$ cat src/design/doas_pkg.sv
// ----------------------------------------------------------------------------
// doas_pkg: shared types and constants for the obstacle-avoid drive sequencer
// Packet and result layouts, mode and direction codes, register map, reset
// values and the constant reciprocals used for the steering and duty scaling.
// ----------------------------------------------------------------------------
package doas_pkg;

  // Full-scale steering sample
  localparam int unsigned STEER_MAX = 4095;

  localparam int unsigned SERVO_LO   = 500;
  localparam int unsigned SERVO_HI   = 2400;
  localparam int unsigned SERVO_SPAN = 1900;
  localparam int unsigned SPEED_MAX  = 100;
  localparam int unsigned DUTY_MAX   = 255;

  // steer * SERVO_SPAN / STEER_MAX as one multiply by a rounded-up reciprocal.
  // The shift covers the product width plus the divisor width, so the
  // quotient is exact for every 12-bit sample.
  localparam int unsigned STEER_PROD_W = $clog2(4095 * SERVO_SPAN + 1);
  localparam int unsigned STEER_DIV_SH = STEER_PROD_W + $clog2(STEER_MAX);
  localparam longint unsigned STEER_RECIP =
    ((64'd1 << STEER_DIV_SH) + STEER_MAX - 1) / STEER_MAX;
  localparam longint unsigned STEER_SCALE = STEER_RECIP * SERVO_SPAN;
  localparam int unsigned STEER_MUL_W = 2 * STEER_PROD_W + 2;
  localparam int unsigned STEER_Q_W   = 16;

  // pct * DUTY_MAX / SPEED_MAX, same scheme
  localparam int unsigned DUTY_PROD_W = $clog2(SPEED_MAX * DUTY_MAX + 1);
  localparam int unsigned DUTY_DIV_SH = DUTY_PROD_W + $clog2(SPEED_MAX);
  localparam longint unsigned DUTY_RECIP =
    ((64'd1 << DUTY_DIV_SH) + SPEED_MAX - 1) / SPEED_MAX;
  localparam longint unsigned DUTY_SCALE = DUTY_RECIP * DUTY_MAX;
  localparam int unsigned DUTY_MUL_W = 32;

  // Register map, word index = paddr[4:2]
  localparam int unsigned PADDR_W = 5;
  localparam int unsigned REG_IDX_W = 3;
  localparam logic [REG_IDX_W-1:0] REG_WAIT_TIME    = 3'd0;
  localparam logic [REG_IDX_W-1:0] REG_SWERVE_TIME  = 3'd1;
  localparam logic [REG_IDX_W-1:0] REG_RESTORE_TIME = 3'd2;
  localparam logic [REG_IDX_W-1:0] REG_SPEED_STEP   = 3'd3;
  localparam logic [REG_IDX_W-1:0] REG_AVOID_SPEED  = 3'd4;
  localparam logic [REG_IDX_W-1:0] REG_LEFT_OFFSET  = 3'd5;
  localparam logic [REG_IDX_W-1:0] REG_RIGHT_OFFSET = 3'd6;
  localparam logic [REG_IDX_W-1:0] REG_AVOID_LIMIT  = 3'd7;

  // Reset values
  localparam logic [15:0] WAIT_TIME_RST    = 16'd5000;
  localparam logic [15:0] SWERVE_TIME_RST  = 16'd4000;
  localparam logic [15:0] RESTORE_TIME_RST = 16'd1500;
  localparam logic [6:0]  SPEED_STEP_RST   = 7'd10;
  localparam logic [6:0]  AVOID_SPEED_RST  = 7'd50;
  localparam logic [10:0] LEFT_OFFSET_RST  = 11'd250;
  localparam logic [10:0] RIGHT_OFFSET_RST = 11'd250;
  localparam logic [10:0] AVOID_LIMIT_RST  = 11'd300;
  localparam logic [6:0]  USER_SPEED_RST   = 7'd50;
  localparam logic [11:0] LAST_STEER_RST   = 12'd1450;

  // Motor direction codes
  localparam logic [1:0] DIR_STOP = 2'd0;
  localparam logic [1:0] DIR_FWD  = 2'd1;
  localparam logic [1:0] DIR_BACK = 2'd2;

  // Mode codes as reported in the result
  localparam logic [2:0] MODE_CODE_NORMAL  = 3'd0;
  localparam logic [2:0] MODE_CODE_WAIT    = 3'd1;
  localparam logic [2:0] MODE_CODE_LEFT    = 3'd2;
  localparam logic [2:0] MODE_CODE_RIGHT   = 3'd3;
  localparam logic [2:0] MODE_CODE_RESTORE = 3'd4;

  typedef enum logic [4:0] {
    MODE_NORMAL  = 5'b00001,
    MODE_WAIT    = 5'b00010,
    MODE_LEFT    = 5'b00100,
    MODE_RIGHT   = 5'b01000,
    MODE_RESTORE = 5'b10000
  } mode_t;

  typedef struct packed {
    logic [11:0] steer_raw;
    logic        fwd_btn;
    logic        back_btn;
    logic        faster_btn;
    logic        slower_btn;
    logic        obstacle_near;
    logic [31:0] now_ms;
  } rc_item_t;

  typedef struct packed {
    logic [11:0] servo_pulse_us;
    logic        servo_update;
    logic [7:0]  cw_duty;
    logic [7:0]  ccw_duty;
    logic [2:0]  mode_now;
    logic [6:0]  speed_now;
  } result_t;

  function automatic logic [2:0] mode_code(input mode_t m);
    logic [2:0] code;
    unique case (m)
      MODE_NORMAL:  code = MODE_CODE_NORMAL;
      MODE_WAIT:    code = MODE_CODE_WAIT;
      MODE_LEFT:    code = MODE_CODE_LEFT;
      MODE_RIGHT:   code = MODE_CODE_RIGHT;
      MODE_RESTORE: code = MODE_CODE_RESTORE;
      default:      code = MODE_CODE_NORMAL;
    endcase
    return code;
  endfunction

  // Clamp a small signed value into the servo range
  function automatic logic [11:0] servo_clamp(input logic signed [13:0] v);
    logic [11:0] r;
    if (v < 14'sd500) begin
      r = 12'(SERVO_LO);
    end else if (v > 14'sd2400) begin
      r = 12'(SERVO_HI);
    end else begin
      r = v[11:0];
    end
    return r;
  endfunction

endpackage

$ cat src/design/drive_obstacle_avoid_sequencer.sv
// ----------------------------------------------------------------------------
// drive_obstacle_avoid_sequencer: remote-control drive and obstacle avoidance
// Maps each control packet to a servo pulse and motor duties, and runs the
// stop / swerve left / swerve right / restore sequence on a lasting obstacle.
// ----------------------------------------------------------------------------
// One packet in, one result out, one packet per clock while in_stall is low. Each
// accepted packet goes through a single level of logic (one reciprocal multiply for
// the steering, one for the duty, one 32-bit elapsed-time compare) into the result
// register, so the result appears on out_valid the cycle after acceptance unless
// out_stall holds the result register. A one-entry skid register behind the result
// register keeps the input side open for one more packet while out_stall is high;
// in_stall rises only when both are full. Configuration registers sit on the APB
// port at word addresses 0..7 and take effect from the next accepted packet.
module drive_obstacle_avoid_sequencer (
  input  logic                            clk,
  input  logic                            rst,
  input  logic                            in_valid,
  output logic                            in_stall,
  input  doas_pkg::rc_item_t              in_data,
  output logic                            out_valid,
  input  logic                            out_stall,
  output doas_pkg::result_t               out_data,
  input  logic                            psel,
  input  logic                            penable,
  input  logic                            pwrite,
  input  logic [doas_pkg::PADDR_W-1:0]    paddr,
  input  logic [31:0]                     pwdata,
  output logic [31:0]                     prdata,
  output logic                            pready
);

  // Configuration
  logic [15:0] wait_time_ms;
  logic [15:0] swerve_time_ms;
  logic [15:0] restore_time_ms;
  logic [6:0]  speed_step;
  logic [6:0]  avoid_speed;
  logic [10:0] left_offset_us;
  logic [10:0] right_offset_us;
  logic [10:0] avoid_limit_us;

  logic [doas_pkg::REG_IDX_W-1:0] reg_idx;
  logic                           reg_write;

  // Sequencer state
  doas_pkg::mode_t mode, mode_next;
  logic [6:0]  user_speed, user_speed_next;
  logic [11:0] last_steer_us, last_steer_us_next;
  logic [11:0] saved_steer_us, saved_steer_us_next;
  logic [1:0]  saved_direction, saved_direction_next;
  logic        prev_faster, prev_slower;
  logic [31:0] obstacle_since_ms, obstacle_since_ms_next;
  logic [31:0] phase_since_ms, phase_since_ms_next;

  // Output register and skid stage
  logic              skid_full;
  doas_pkg::result_t skid_data;
  doas_pkg::result_t res;
  logic              accept;
  logic              out_take;

  // Datapath
  logic        faster_edge, slower_edge;
  logic [7:0]  speed_sum;
  logic [6:0]  speed_inc, speed_new;
  logic [1:0]  dir;
  logic [doas_pkg::STEER_MUL_W-1:0] steer_prod, steer_shift;
  logic [doas_pkg::STEER_Q_W:0]     steer_sum;
  logic [11:0] steer_pulse;
  logic signed [13:0] last_s, left_raw, left_lo, left_hi, left_bound;
  logic signed [13:0] right_raw;
  logic [11:0] left_pulse, right_pulse;
  logic [31:0] since_ms, elapsed_ms;
  logic [15:0] limit_ms;
  logic        time_up;
  logic [6:0]  pct, pct_sat;
  logic [1:0]  dir_sel;
  logic [doas_pkg::DUTY_MUL_W-1:0] duty_prod;
  logic [7:0]  duty, cw_val, ccw_val;

  // ---------------------------------------------------------------- APB
  assign pready    = 1'b1;
  assign reg_idx   = paddr[doas_pkg::PADDR_W-1:2];
  assign reg_write = psel & penable & pwrite & pready;

  always_ff @(posedge clk) begin
    if (rst) begin
      wait_time_ms    <= doas_pkg::WAIT_TIME_RST;
      swerve_time_ms  <= doas_pkg::SWERVE_TIME_RST;
      restore_time_ms <= doas_pkg::RESTORE_TIME_RST;
      speed_step      <= doas_pkg::SPEED_STEP_RST;
      avoid_speed     <= doas_pkg::AVOID_SPEED_RST;
      left_offset_us  <= doas_pkg::LEFT_OFFSET_RST;
      right_offset_us <= doas_pkg::RIGHT_OFFSET_RST;
      avoid_limit_us  <= doas_pkg::AVOID_LIMIT_RST;
    end else if (reg_write) begin
      unique case (reg_idx)
        doas_pkg::REG_WAIT_TIME:    wait_time_ms    <= pwdata[15:0];
        doas_pkg::REG_SWERVE_TIME:  swerve_time_ms  <= pwdata[15:0];
        doas_pkg::REG_RESTORE_TIME: restore_time_ms <= pwdata[15:0];
        doas_pkg::REG_SPEED_STEP:   speed_step      <= pwdata[6:0];
        doas_pkg::REG_AVOID_SPEED:  avoid_speed     <= pwdata[6:0];
        doas_pkg::REG_LEFT_OFFSET:  left_offset_us  <= pwdata[10:0];
        doas_pkg::REG_RIGHT_OFFSET: right_offset_us <= pwdata[10:0];
        doas_pkg::REG_AVOID_LIMIT:  avoid_limit_us  <= pwdata[10:0];
        default: ;
      endcase
    end
  end

  always_comb begin
    unique case (reg_idx)
      doas_pkg::REG_WAIT_TIME:    prdata = {16'd0, wait_time_ms};
      doas_pkg::REG_SWERVE_TIME:  prdata = {16'd0, swerve_time_ms};
      doas_pkg::REG_RESTORE_TIME: prdata = {16'd0, restore_time_ms};
      doas_pkg::REG_SPEED_STEP:   prdata = {25'd0, speed_step};
      doas_pkg::REG_AVOID_SPEED:  prdata = {25'd0, avoid_speed};
      doas_pkg::REG_LEFT_OFFSET:  prdata = {21'd0, left_offset_us};
      doas_pkg::REG_RIGHT_OFFSET: prdata = {21'd0, right_offset_us};
      doas_pkg::REG_AVOID_LIMIT:  prdata = {21'd0, avoid_limit_us};
      default:                    prdata = '0;
    endcase
  end

  // ---------------------------------------------------------- handshake
  assign in_stall = skid_full;
  assign accept   = in_valid & ~skid_full;
  assign out_take = out_valid & ~out_stall;

  // ------------------------------------------------------------ speed
  assign faster_edge = in_data.faster_btn & ~prev_faster;
  assign slower_edge = in_data.slower_btn & ~prev_slower;
  assign speed_sum   = {1'b0, user_speed} + {1'b0, speed_step};
  assign speed_inc   = !faster_edge ? user_speed :
                       (speed_sum > 8'(doas_pkg::SPEED_MAX)) ? 7'(doas_pkg::SPEED_MAX) :
                       speed_sum[6:0];
  assign speed_new   = !slower_edge ? speed_inc :
                       (speed_inc > speed_step) ? speed_inc - speed_step : 7'd0;

  // Both buttons or neither: stopped
  assign dir = (in_data.fwd_btn && !in_data.back_btn) ? doas_pkg::DIR_FWD :
               (!in_data.fwd_btn && in_data.back_btn) ? doas_pkg::DIR_BACK :
               doas_pkg::DIR_STOP;

  // ---------------------------------------------------------- steering
  assign steer_prod  = doas_pkg::STEER_MUL_W'(in_data.steer_raw) *
                       doas_pkg::STEER_MUL_W'(doas_pkg::STEER_SCALE);
  assign steer_shift = steer_prod >> doas_pkg::STEER_DIV_SH;
  assign steer_sum   = {1'b0, steer_shift[doas_pkg::STEER_Q_W-1:0]} +
                       (doas_pkg::STEER_Q_W+1)'(doas_pkg::SERVO_LO);
  assign steer_pulse = (steer_sum > (doas_pkg::STEER_Q_W+1)'(doas_pkg::SERVO_HI)) ?
                       12'(doas_pkg::SERVO_HI) : steer_sum[11:0];

  // Left swerve: offset bounded to +/- limit around the last pulse
  assign last_s     = signed'({2'b00, last_steer_us});
  assign left_raw   = last_s - signed'({3'b000, left_offset_us});
  assign left_lo    = last_s - signed'({3'b000, avoid_limit_us});
  assign left_hi    = last_s + signed'({3'b000, avoid_limit_us});
  assign left_bound = (left_raw < left_lo) ? left_lo :
                      (left_raw > left_hi) ? left_hi : left_raw;
  assign left_pulse = doas_pkg::servo_clamp(left_bound);

  assign right_raw   = signed'({2'b00, saved_steer_us}) + signed'({3'b000, right_offset_us});
  assign right_pulse = doas_pkg::servo_clamp(right_raw);

  // -------------------------------------------------------- phase timer
  assign since_ms   = (mode == doas_pkg::MODE_WAIT) ? obstacle_since_ms : phase_since_ms;
  assign elapsed_ms = in_data.now_ms - since_ms;

  always_comb begin
    unique case (mode)
      doas_pkg::MODE_WAIT:    limit_ms = wait_time_ms;
      doas_pkg::MODE_RESTORE: limit_ms = restore_time_ms;
      default:                limit_ms = swerve_time_ms;
    endcase
  end

  assign time_up = elapsed_ms > {16'd0, limit_ms};

  // -------------------------------------------------------------- motor
  assign pct     = (mode == doas_pkg::MODE_NORMAL) ? speed_new : avoid_speed;
  assign pct_sat = (pct > 7'(doas_pkg::SPEED_MAX)) ? 7'(doas_pkg::SPEED_MAX) : pct;
  assign dir_sel = (mode == doas_pkg::MODE_NORMAL) ? dir : saved_direction;
  assign duty_prod = doas_pkg::DUTY_MUL_W'(pct_sat) *
                     doas_pkg::DUTY_MUL_W'(doas_pkg::DUTY_SCALE);
  assign duty    = duty_prod[doas_pkg::DUTY_DIV_SH +: 8];
  assign cw_val  = (dir_sel == doas_pkg::DIR_FWD)  ? duty : 8'd0;
  assign ccw_val = (dir_sel == doas_pkg::DIR_BACK) ? duty : 8'd0;

  // ---------------------------------------------------------- sequencer
  always_comb begin
    mode_next              = mode;
    user_speed_next        = user_speed;
    last_steer_us_next     = last_steer_us;
    saved_steer_us_next    = saved_steer_us;
    saved_direction_next   = saved_direction;
    obstacle_since_ms_next = obstacle_since_ms;
    phase_since_ms_next    = phase_since_ms;
    res                    = '0;

    unique case (mode)
      doas_pkg::MODE_NORMAL: begin
        user_speed_next    = speed_new;
        last_steer_us_next = steer_pulse;
        res.servo_pulse_us = steer_pulse;
        res.servo_update   = 1'b1;
        if (in_data.obstacle_near) begin
          obstacle_since_ms_next = in_data.now_ms;
          mode_next              = doas_pkg::MODE_WAIT;
        end else begin
          res.cw_duty  = cw_val;
          res.ccw_duty = ccw_val;
        end
      end
      doas_pkg::MODE_WAIT: begin
        if (!in_data.obstacle_near) begin
          mode_next = doas_pkg::MODE_NORMAL;
        end else if (time_up) begin
          res.servo_pulse_us   = left_pulse;
          res.servo_update     = 1'b1;
          saved_steer_us_next  = last_steer_us;
          saved_direction_next = dir;
          phase_since_ms_next  = in_data.now_ms;
          mode_next            = doas_pkg::MODE_LEFT;
        end
      end
      doas_pkg::MODE_LEFT: begin
        res.cw_duty  = cw_val;
        res.ccw_duty = ccw_val;
        if (time_up) begin
          res.servo_pulse_us  = right_pulse;
          res.servo_update    = 1'b1;
          phase_since_ms_next = in_data.now_ms;
          mode_next           = doas_pkg::MODE_RIGHT;
        end
      end
      doas_pkg::MODE_RIGHT: begin
        res.cw_duty  = cw_val;
        res.ccw_duty = ccw_val;
        if (time_up) begin
          // back to the saved pulse, motor stopped
          res.servo_pulse_us  = saved_steer_us;
          res.servo_update    = 1'b1;
          res.cw_duty         = 8'd0;
          res.ccw_duty        = 8'd0;
          phase_since_ms_next = in_data.now_ms;
          mode_next           = doas_pkg::MODE_RESTORE;
        end
      end
      doas_pkg::MODE_RESTORE: begin
        if (time_up) begin
          mode_next = doas_pkg::MODE_NORMAL;
        end
      end
      default: begin
        mode_next = doas_pkg::MODE_NORMAL;
      end
    endcase

    res.mode_now  = doas_pkg::mode_code(mode_next);
    res.speed_now = user_speed_next;
  end

  always_ff @(posedge clk) begin
    if (rst) begin
      mode              <= doas_pkg::MODE_NORMAL;
      user_speed        <= doas_pkg::USER_SPEED_RST;
      last_steer_us     <= doas_pkg::LAST_STEER_RST;
      saved_steer_us    <= '0;
      saved_direction   <= doas_pkg::DIR_STOP;
      prev_faster       <= 1'b0;
      prev_slower       <= 1'b0;
      obstacle_since_ms <= '0;
      phase_since_ms    <= '0;
    end else if (accept) begin
      mode              <= mode_next;
      user_speed        <= user_speed_next;
      last_steer_us     <= last_steer_us_next;
      saved_steer_us    <= saved_steer_us_next;
      saved_direction   <= saved_direction_next;
      prev_faster       <= in_data.faster_btn;
      prev_slower       <= in_data.slower_btn;
      obstacle_since_ms <= obstacle_since_ms_next;
      phase_since_ms    <= phase_since_ms_next;
    end
  end

  // ------------------------------------------------ result and skid regs
  always_ff @(posedge clk) begin
    if (rst) begin
      out_valid <= 1'b0;
      skid_full <= 1'b0;
    end else if (!out_valid || out_take) begin
      // drain the skid entry first; no item is accepted while it is full
      if (skid_full) begin
        out_valid <= 1'b1;
        skid_full <= 1'b0;
      end else begin
        out_valid <= accept;
      end
    end else if (accept) begin
      skid_full <= 1'b1;
    end
  end

  always_ff @(posedge clk) begin
    if (!out_valid || out_take) begin
      if (skid_full) begin
        out_data <= skid_data;
      end else if (accept) begin
        out_data <= res;
      end
    end else if (accept) begin
      skid_data <= res;
    end
  end

  // ---------------------------------------------------------- assertions
  a_skid_behind_out: assert property (@(posedge clk) disable iff (rst)
    skid_full |-> out_valid)
    else $error("skid entry held while result register is empty");

  a_no_pulse_without_update: assert property (@(posedge clk) disable iff (rst)
    out_valid && !out_data.servo_update |-> out_data.servo_pulse_us == 12'd0)
    else $error("servo pulse nonzero without servo update");

  a_one_direction: assert property (@(posedge clk) disable iff (rst)
    out_valid |-> (out_data.cw_duty == 8'd0 || out_data.ccw_duty == 8'd0))
    else $error("both motor duties driven");

  a_speed_held_outside_normal: assert property (@(posedge clk) disable iff (rst)
    accept && mode != doas_pkg::MODE_NORMAL |=> user_speed == $past(user_speed))
    else $error("user speed changed outside normal mode");

endmodule

$ cat config.mk
export PLATFORM = sky130hd
export DESIGN_NAME = drive_obstacle_avoid_sequencer
export DESIGN_NICKNAME = d
export VERILOG_FILES = /design/src/design/doas_pkg.sv /design/src/design/drive_obstacle_avoid_sequencer.sv
export SDC_FILE = /design/constraint.sdc
export NUM_CORES = 1
export LEC_CHECK = 0
export BUFFER_PORTS_ARGS = -buffer_cell sky130_fd_sc_hd__clkbuf_2
export CORE_MARGIN = 2
export CORE_UTILIZATION = 35
export DETAILED_ROUTE_END_ITERATION = 8
export PLACE_DENSITY = 0.5
export SLEW_MARGIN = 20
export SYNTH_ARGS = -nofsm -noshare
export SYNTH_HDL_FRONTEND = slang
export SYNTH_SLANG_ARGS = --single-unit
$ cat constraint.sdc
create_clock -name clk -period 21.6 [get_ports clk]
set_clock_uncertainty 0.15 [all_clocks]
set_input_delay 5.4 -clock clk [delete_from_list [all_inputs] [get_ports clk]]
set_output_delay 5.4 -clock clk [all_outputs]
set_load 0.005 [all_outputs]
# Word level (Yosys, flattened, before mapping)
# Index checks and enable logic that the tools add are counted.
# Widths: inputs -> output; s select.
[word_totals] regBits=279 word_cells=150 mem_bits_ro=0 inputBits=93 latchBits=0 out_inout_bits=74 memories=0 mem_bits_rw=0
[op_classes] shift=0 addsub=8 mux=43 n_bitwise=11 div_mod_pow=0 order_cmp=11 mul=2 eq_ne=19 reduce_logical=25
[ops] operator="$pmux 32 s8" n=1
[ops] operator="$mux 32" n=3
[ops] operator="$mux 39" n=2
[ops] operator="$pmux 32 s2" n=1
[ops] operator="$mux 12" n=5
[ops] operator="$pmux 13 s4" n=1
[ops] operator="$mux 7" n=7
[ops] operator="$pmux 16 s3" n=1
[ops] operator="$mul 12x32->44 const B" n=1
[ops] operator="$mux 13" n=3
[ops] operator="$gt 32x16->1" n=1
[ops] operator="$pmux 16 s2" n=1
[ops] operator="$sub 32x32->32" n=1
[ops] operator="$mux 5" n=6
[ops] operator="$mux 29" n=1
[ops] operator="$mux 14" n=2
[ops] operator="$mul 7x21->27 const B" n=1
[ops] operator="$add 12x11->13" n=2
[ops] operator="$sub 12x11->13" n=2
[ops] operator="$pmux 5 s5" n=1
[ops] operator="$reduce_and 2->1" n=11
[ops] operator="$mux 16" n=1
[ops] operator="$mux 8" n=2
[ops] operator="$gt 13x14->1" n=1
[ops] operator="other kinds (36)" n=61

# Logic depth before layout (Yosys ltp)
[logic_depth] depth_word=16 depth_mapped=42 ltp_nobuf=42

# Worst setup path after synthesis
# Ideal clock, no wire load.
[synth_path] path_type="input port to flip-flop" from="input port in_data[34] (netlist bit)" to="register out_data[16] (netlist bit) (data pin)" slack_ns=8.898 setup_time_ns=0.271 required_time_ns=21.179 n_path_buf=0 t_arrival_ns=12.282 stages=36 path_cell_list="nand2b_1 > nor3_1 > o21a_1 > a21o_1 > nor3_1 > or3_1 > ha_1 > o21a_1 > o31a_1 > o21ai_0 > a211oi_1 > nor3_1 > a31oi_1 > nor2_1 > o21ai_0 > nand2_1 > and2_1 > ha_1 > ha_1 > fa_1 > inv_1 > fa_1 > inv_1 > ha_1 > a21o_1 > a21o_1 > a21o_1 > a211oi_1 > o21ai_0 > o21bai_1 > a21oi_1 > o21a_1 > o21ai_1 > a31oi_1 > xor2_1 > o31ai_1"
[synth_between] elab_chain_len=14 elab_cells_between_ends=16 classes_between="add/sub (1); mul (1); order compare (2); mux (11); bitwise (1)"
[synth_rtl] item="start: declaration" line="drive_obstacle_avoid_sequencer.sv:19" rtl="input doas_pkg::rc_item_t in_data,"
[synth_rtl] item="$and 1x1->1 *" line="drive_obstacle_avoid_sequencer.sv:131" rtl="assign faster_edge = in_data.faster_btn & ~prev_faster;"
[synth_rtl] item="$mux 7 *" line="drive_obstacle_avoid_sequencer.sv:134" rtl="assign speed_inc = !faster_edge ? user_speed :"
[synth_rtl] item="$sub 7x7->7 or $gt 7x7->1 (tied branches)" line="drive_obstacle_avoid_sequencer.sv:138" rtl="(speed_inc > speed_step) ? speed_inc - speed_step : 7'd0;"
[synth_rtl] item="$mux 7" line="drive_obstacle_avoid_sequencer.sv:138"
[synth_rtl] item="$mux 7 *" line="drive_obstacle_avoid_sequencer.sv:137" rtl="assign speed_new = !slower_edge ? speed_inc :"
[synth_rtl] item="$mux 7 *" line="drive_obstacle_avoid_sequencer.sv:181" rtl="assign pct = (mode == doas_pkg::MODE_NORMAL) ? speed_new : avoid_speed;"
[synth_rtl] item="$gt 7x7->1" line="drive_obstacle_avoid_sequencer.sv:182" rtl="assign pct_sat = (pct > 7'(doas_pkg::SPEED_MAX)) ? 7'(doas_pkg::SPEED_MAX) : pct;"
[synth_rtl] item="$mux 7 *" line="drive_obstacle_avoid_sequencer.sv:182"
[synth_rtl] item="$mul 7x21->27 *" line="drive_obstacle_avoid_sequencer.sv:184" rtl="assign duty_prod = doas_pkg::DUTY_MUL_W'(pct_sat) *"
[synth_rtl] item="$mux 8 *" line="drive_obstacle_avoid_sequencer.sv:188" rtl="assign ccw_val = (dir_sel == doas_pkg::DIR_BACK) ? duty : 8'd0;"
[synth_rtl] item="$mux 29 or $mux 16 (tied branches)" line="drive_obstacle_avoid_sequencer.sv:240, drive_obstacle_avoid_sequencer.sv:207"
[synth_rtl] item="$pmux 16 s3 *" line="drive_obstacle_avoid_sequencer.sv:201" rtl="unique case (mode)"
[synth_rtl] item="$mux 39 *" line="drive_obstacle_avoid_sequencer.sv:310" rtl="end else if (accept) begin"
[synth_rtl] item="$mux 39 *" line="drive_obstacle_avoid_sequencer.sv:308" rtl="if (skid_full) begin"
[synth_rtl] item="end signal: assignment" line="drive_obstacle_avoid_sequencer.sv:309" rtl="out_data <= skid_data;"
[synth_rtl] item="end signal: assignment" line="drive_obstacle_avoid_sequencer.sv:311" rtl="out_data <= res;"
[synth_rtl] item="end: declaration" line="drive_obstacle_avoid_sequencer.sv:22" rtl="output doas_pkg::result_t out_data,"
# Mark *: on every way between the ends. The rest lies on a longest branch, timed or not. The select of a mux whose other input is x is not followed.
# A chain may end at the register's enable or synchronous reset.

# Final worst setup path
[layout_path] from="input port in_data[34] (netlist bit)" to="register out_data[15] (netlist bit) (data pin)"
# The elaborated chain is that of the path after synthesis.

==> run_summary.xml <==
<?xml version="1.0" encoding="UTF-8"?>
<metrics>
  <group name="place">
    <metric name="port-buffer-count" unit="">131</metric>
    <metric name="dp_hpwl" unit="um">63700</metric>
    <metric name="postPlaceCellArea" unit="sq um">27300</metric>
    <metric name="dp.cells" unit="">3995</metric>
    <metric name="globalplace.congestion" unit="">0.922</metric>
    <metric name="dpl_worst_slack" unit="ns">7.55</metric>
  </group>
  <group name="floorplan">
    <metric name="rows" unit="">99</metric>
    <metric name="boundaryPins" unit="">167</metric>
    <metric name="die-height" unit="um">276</metric>
    <metric name="core_area" unit="sq um">73100</metric>
    <metric name="design.die.area" unit="sq um">76100</metric>
    <metric name="die_x" unit="um">276</metric>
    <metric name="start_util" unit="%">35.4</metric>
  </group>
  <group name="sta">
    <metric name="timing_max_transition_violations_final" unit="">0</metric>
    <metric name="timing.setup.tns" unit="ns">0</metric>
    <metric name="min_period" unit="ns">13.55</metric>
    <metric name="setup_viol" unit="">0</metric>
    <metric name="achievable-frequency" unit="MHz">73.8</metric>
    <metric name="hold_viol" unit="">0</metric>
    <metric name="setup_ws" unit="ns">8.05</metric>
    <metric name="worst_hold_slack" unit="ns">0.304</metric>
    <metric name="slew_at_the_pin_closest_to_its_max_slew_limit" unit="ns">1.07</metric>
    <metric name="post-route-period-util" unit="%">62.7</metric>
    <metric name="slew-limit-headroom" unit="%">28.7</metric>
    <metric name="setup_repair_after_global_routing_missed_its_margin" unit="">no</metric>
  </group>
  <group name="routing">
    <metric name="drt-vias-per-instance" unit="">5.47</metric>
    <metric name="dr.pass1.iters" unit="">8</metric>
    <metric name="via_count_of_the_routed_design" unit="">22200</metric>
    <metric name="drc_errors" unit="">10</metric>
    <metric name="drt.antenna.violating_nets" unit="">0</metric>
    <metric name="routed_wl" unit="um">80700</metric>
    <metric name="wire_per_inst" unit="um">19.9</metric>
    <metric name="number_of_drc_markers_in_iteration_0" unit="">1583</metric>
  </group>
  <group name="final_layout">
    <metric name="area_delta_synth_final" unit="%">9.96</metric>
    <metric name="fillCellCount" unit="">7446</metric>
    <metric name="fin_nets" unit="">3575</metric>
    <metric name="final_area" unit="sq um">28400</metric>
    <metric name="post_route_cells_drive_above_1_share" unit="%">9.70</metric>
    <metric name="register_area" unit="sq um">6370</metric>
    <metric name="multiInputGateArea" unit="sq um">18000</metric>
    <metric name="final-instance-count-excl-fill" unit="">4052</metric>
  </group>
  <group name="critical_path">
    <metric name="criticalPathCategory" unit="">in -&gt; reg</metric>
    <metric name="path_max_fanout" unit="">7</metric>
    <metric name="critPathLaunch" unit="">in_data[34]</metric>
    <metric name="r2r_depth" unit="">36</metric>
    <metric name="cp_slowest_stage_delay" unit="ns">0.65</metric>
    <metric name="reg2reg_from" unit="">speed_step[0]</metric>
    <metric name="cp.required" unit="ns">21.76</metric>
    <metric name="end_kind" unit="">flip-flop</metric>
    <metric name="reg2reg_setup_slack" unit="ns">11.55</metric>
    <metric name="rr_endpoint" unit="">out_data[15]</metric>
    <metric name="cp_data_arrival_time" unit="ns">13.71</metric>
    <metric name="worst_path_max_delay_cell" unit="">sky130_fd_sc_hd__o31ai_1</metric>
    <metric name="cp-start-kind" unit="">input pin</metric>
  </group>
  <group name="clocking">
    <metric name="root_buffer" unit="">sky130_fd_sc_hd__clkbuf_16</metric>
    <metric name="cts-buffers-inserted" unit="">30</metric>
    <metric name="worst_skew_pair.late_latency" unit="ns">0.59</metric>
    <metric name="post-cts-setup-buffer-count" unit="">0</metric>
    <metric name="cts.path.max_buffers" unit="">3</metric>
    <metric name="hold_buffers" unit="">0</metric>
    <metric name="h_tree_depth" unit="">1</metric>
    <metric name="tritoncts" unit="">done</metric>
    <metric name="cts.sinks" unit="">279</metric>
    <metric name="clock_pin_slew_on_the_worst_setup_and_hold_paths" unit="ns">0.06</metric>
    <metric name="cts_repair_resize_count" unit="">0</metric>
  </group>
  <group name="pwr">
    <metric name="vdd_drop_max" unit="uV">164</metric>
    <metric name="static-leakage-power" unit="nW">12.5</metric>
    <metric name="power_density_over_the_cells" unit="nW/um^2">157</metric>
  </group>
  <group name="global_routing">
    <metric name="grt_first_pass_wirelength" unit="um">125000</metric>
    <metric name="global_route.overflow_total" unit="">0</metric>
    <metric name="vias_in_the_first_global_route" unit="">21800</metric>
    <metric name="grt.total_usage" unit="%">20.8</metric>
    <metric name="antenna_found_initial" unit="">1</metric>
    <metric name="grt_max_degree" unit="">103</metric>
  </group>
  <group name="synthesis">
    <metric name="post_syn_instances" unit="">3012</metric>
    <metric name="synth.distinct_cells" unit="">112</metric>
    <metric name="synthTopCellsByArea" unit="">sky130_fd_sc_hd__dfxtp_1, sky130_fd_sc_hd__ha_1, sky130_fd_sc_hd__fa_1</metric>
    <metric name="synth_compound_gate_area_share" unit="%">19.6</metric>
    <metric name="post_synth_fa_ha_maj_area_fraction" unit="%">23.8</metric>
    <metric name="dominant_combinational_cell_family_by_area_after_synthesis" unit="">adder cells</metric>
    <metric name="muxShareOfSynthArea" unit="%">6.29</metric>
    <metric name="synth_seq_cells" unit="">279</metric>
    <metric name="synth-simple-area-share" unit="%">16.6</metric>
    <metric name="yosys.area_share.xor_xnor" unit="%">2.64</metric>
    <metric name="synth.yosys.warnings" unit="">0</metric>
    <metric name="netlist_area" unit="sq um">25900</metric>
    <metric name="synth.avg_cell_area" unit="sq um">8.58</metric>
    <metric name="synth_ff_type" unit="">sky130_fd_sc_hd__dfxtp_1</metric>
    <metric name="synth_edf_count" unit="">78</metric>
    <metric name="synth.top_cell.area_share" unit="%">15.6</metric>
    <metric name="synth_sequential_area_ratio" unit="%">24.6</metric>
    <metric name="synth_top_cell_by_area" unit="">sky130_fd_sc_hd__dfxtp_1</metric>
    <metric name="async_flop_share" unit="%">0</metric>
  </group>
  <group name="hold_path">
    <metric name="class_of_the_worst_hold_path" unit="">reg -&gt; reg</metric>
    <metric name="worstHoldEndpoint" unit="">obstacle_since_ms[10]</metric>
    <metric name="worstHoldStart" unit="">obstacle_since_ms[10]</metric>
    <metric name="worstHoldPathCells" unit="">2</metric>
  </group>
  <group name="status">
    <metric name="violations" unit="">DRC</metric>
    <metric name="outcome" unit="">finished with violations</metric>
  </group>
  <group name="job">
    <metric name="cap_violations" unit="">0</metric>
  </group>
</metrics>
[final cells by class]
class,count,share of cell area (%)
Multi-Input combinational cell,2343,63.2
Sequential cell,279,22.4
Tap cell,959,4.22
Inverter,259,3.42
Clock buffer,43,3.17
Timing Repair Buffer,156,3.03
Clock inverter,12,0.603
Antenna cell,1,0.00880
[worst max path at each step]
stage / end / slack (ns) / cells after the start
global route: out_data[17] / 7.55 / 38
global placement: out_data[15] / 7.64 / 37
CTS: out_data[15] / 8.13 / 34
detailed placement: out_data[15] / 7.55 / 34
floorplan: out_data[16] / 8.90 / 36
finish: out_data[15] / 8.05 / 34
[state kept, by name (all words and copies together), names as in the netlist, 5 cells and up]
register / cells
right_offset_us: 11
speed_step: 7
phase_since_ms: 32
swerve_time_ms: 16
avoid_speed: 7
left_offset_us: 11
mode: 5
saved_steer_us: 12
skid_data: 39
user_speed: 7
restore_time_ms: 16
avoid_limit_us: 11
wait_time_ms: 16
obstacle_since_ms: 32
last_steer_us: 12
out_data: 39
[cells in the final DEF, fill, tap and decap left out, types with 32 or more instances in the layout]
cell	Yosys	routed
sky130_fd_sc_hd__nand2_1	380	379
sky130_fd_sc_hd__ha_1	280	280
sky130_fd_sc_hd__inv_1	257	257
sky130_fd_sc_hd__nor2_1	258	254
sky130_fd_sc_hd__a21oi_1	225	224
sky130_fd_sc_hd__dfxtp_1	201	201
sky130_fd_sc_hd__fa_1	133	133
sky130_fd_sc_hd__mux2i_1	132	132
sky130_fd_sc_hd__clkbuf_2	0	130
sky130_fd_sc_hd__o21ai_0	96	96
sky130_fd_sc_hd__edfxtp_1	78	78
sky130_fd_sc_hd__nand3_1	57	56
sky130_fd_sc_hd__xnor2_1	48	48
sky130_fd_sc_hd__nor3_1	50	46
sky130_fd_sc_hd__a21o_1	38	38
sky130_fd_sc_hd__o211ai_1	37	37
sky130_fd_sc_hd__o21a_1	34	34
sky130_fd_sc_hd__a31oi_1	32	32
[through the flow]
stage / utilization, % / total power [W]
2_1_floorplan: - / 0.00300
3_3_place_gp: 37.4 / 0.00384
3_5_place_dp: 37.4 / 0.00388
4_1_cts: 38.9 / 0.00447
5_1_grt: 38.9 / 0.00486
6_report: 38.9 / 0.00446
[logic make-up (layout without fill, tap and decap cells)]
group | count (synthesis) | after routing
and+or+nand+nor | 942 | 942
muxes | 155 | 155
DFF | 279 | 279
xor gates and xnor gates | 78 | 78
buffers and inverters | 405 | 470
other | 2 | 18
AOI/OAI and AO/OA | 738 | 738
adders and majority gates | 413 | 413
[where the power goes]
part	switching [W]	internal, W
clock network	0.000226	0.000337
logic	0.00200	0.00123
registers	0.0000359	0.000633
total	0.00227	0.00220
[cell usage after synthesis (15+ instances only)]
| master | number |
|---|---|
| sky130_fd_sc_hd__nand2_1 | 380 |
| sky130_fd_sc_hd__inv_1 | 257 |
| sky130_fd_sc_hd__nor2_1 | 258 |
| sky130_fd_sc_hd__and3_1 | 18 |
| sky130_fd_sc_hd__xnor2_1 | 48 |
| sky130_fd_sc_hd__o211ai_1 | 37 |
| sky130_fd_sc_hd__a211oi_1 | 28 |
| sky130_fd_sc_hd__a21oi_1 | 225 |
| sky130_fd_sc_hd__nand2b_1 | 25 |
| sky130_fd_sc_hd__and2_1 | 15 |
| sky130_fd_sc_hd__clkbuf_1 | 98 |
| sky130_fd_sc_hd__o21a_1 | 34 |
| sky130_fd_sc_hd__ha_1 | 280 |
| sky130_fd_sc_hd__o21ai_1 | 15 |
| sky130_fd_sc_hd__a21o_1 | 38 |
| sky130_fd_sc_hd__o31ai_1 | 20 |
| sky130_fd_sc_hd__a31oi_1 | 32 |
| sky130_fd_sc_hd__xor2_1 | 30 |
| sky130_fd_sc_hd__o21ai_0 | 96 |
| sky130_fd_sc_hd__buf_4 | 23 |
| sky130_fd_sc_hd__dfxtp_1 | 201 |
| sky130_fd_sc_hd__nor3_1 | 50 |
| sky130_fd_sc_hd__a22o_1 | 20 |
| sky130_fd_sc_hd__mux2i_1 | 132 |
| sky130_fd_sc_hd__edfxtp_1 | 78 |
| sky130_fd_sc_hd__nor2b_1 | 26 |
| sky130_fd_sc_hd__o22ai_1 | 15 |
| sky130_fd_sc_hd__mux2_2 | 18 |
| sky130_fd_sc_hd__nand4_1 | 26 |
| sky130_fd_sc_hd__fa_1 | 133 |
| sky130_fd_sc_hd__or3_1 | 20 |
| sky130_fd_sc_hd__nand3_1 | 57 |
[worst max-delay path: cells and delay by family]
kind,cells,cell delay [ns]
AO/OA/AOI/OAI,20,4.47
XOR/XNOR,1,0.40
adder cells (fa/ha/maj),6,2.24
buffers and inverters,3,0.19
AND/OR/NAND/NOR,4,1.00
[routing by layer]
| metal | share of wire, % | wire [um] | up-vias | GRT usage, % |
|---|---|---|---|---|
| met4 | 3.2 | 2580 | 0 | 6.51 |
| met2 | 47 | 38100 | 489 | 34.9 |
| met1 | 45 | 36500 | 10800 | 28.2 |
| li1 | - | - | 10800 | - |
| met3 | 4.3 | 3490 | 108 | 2.14 |
| met5 | 0 | 0 | - | 0 |
(Power assumes the default switching activity.)
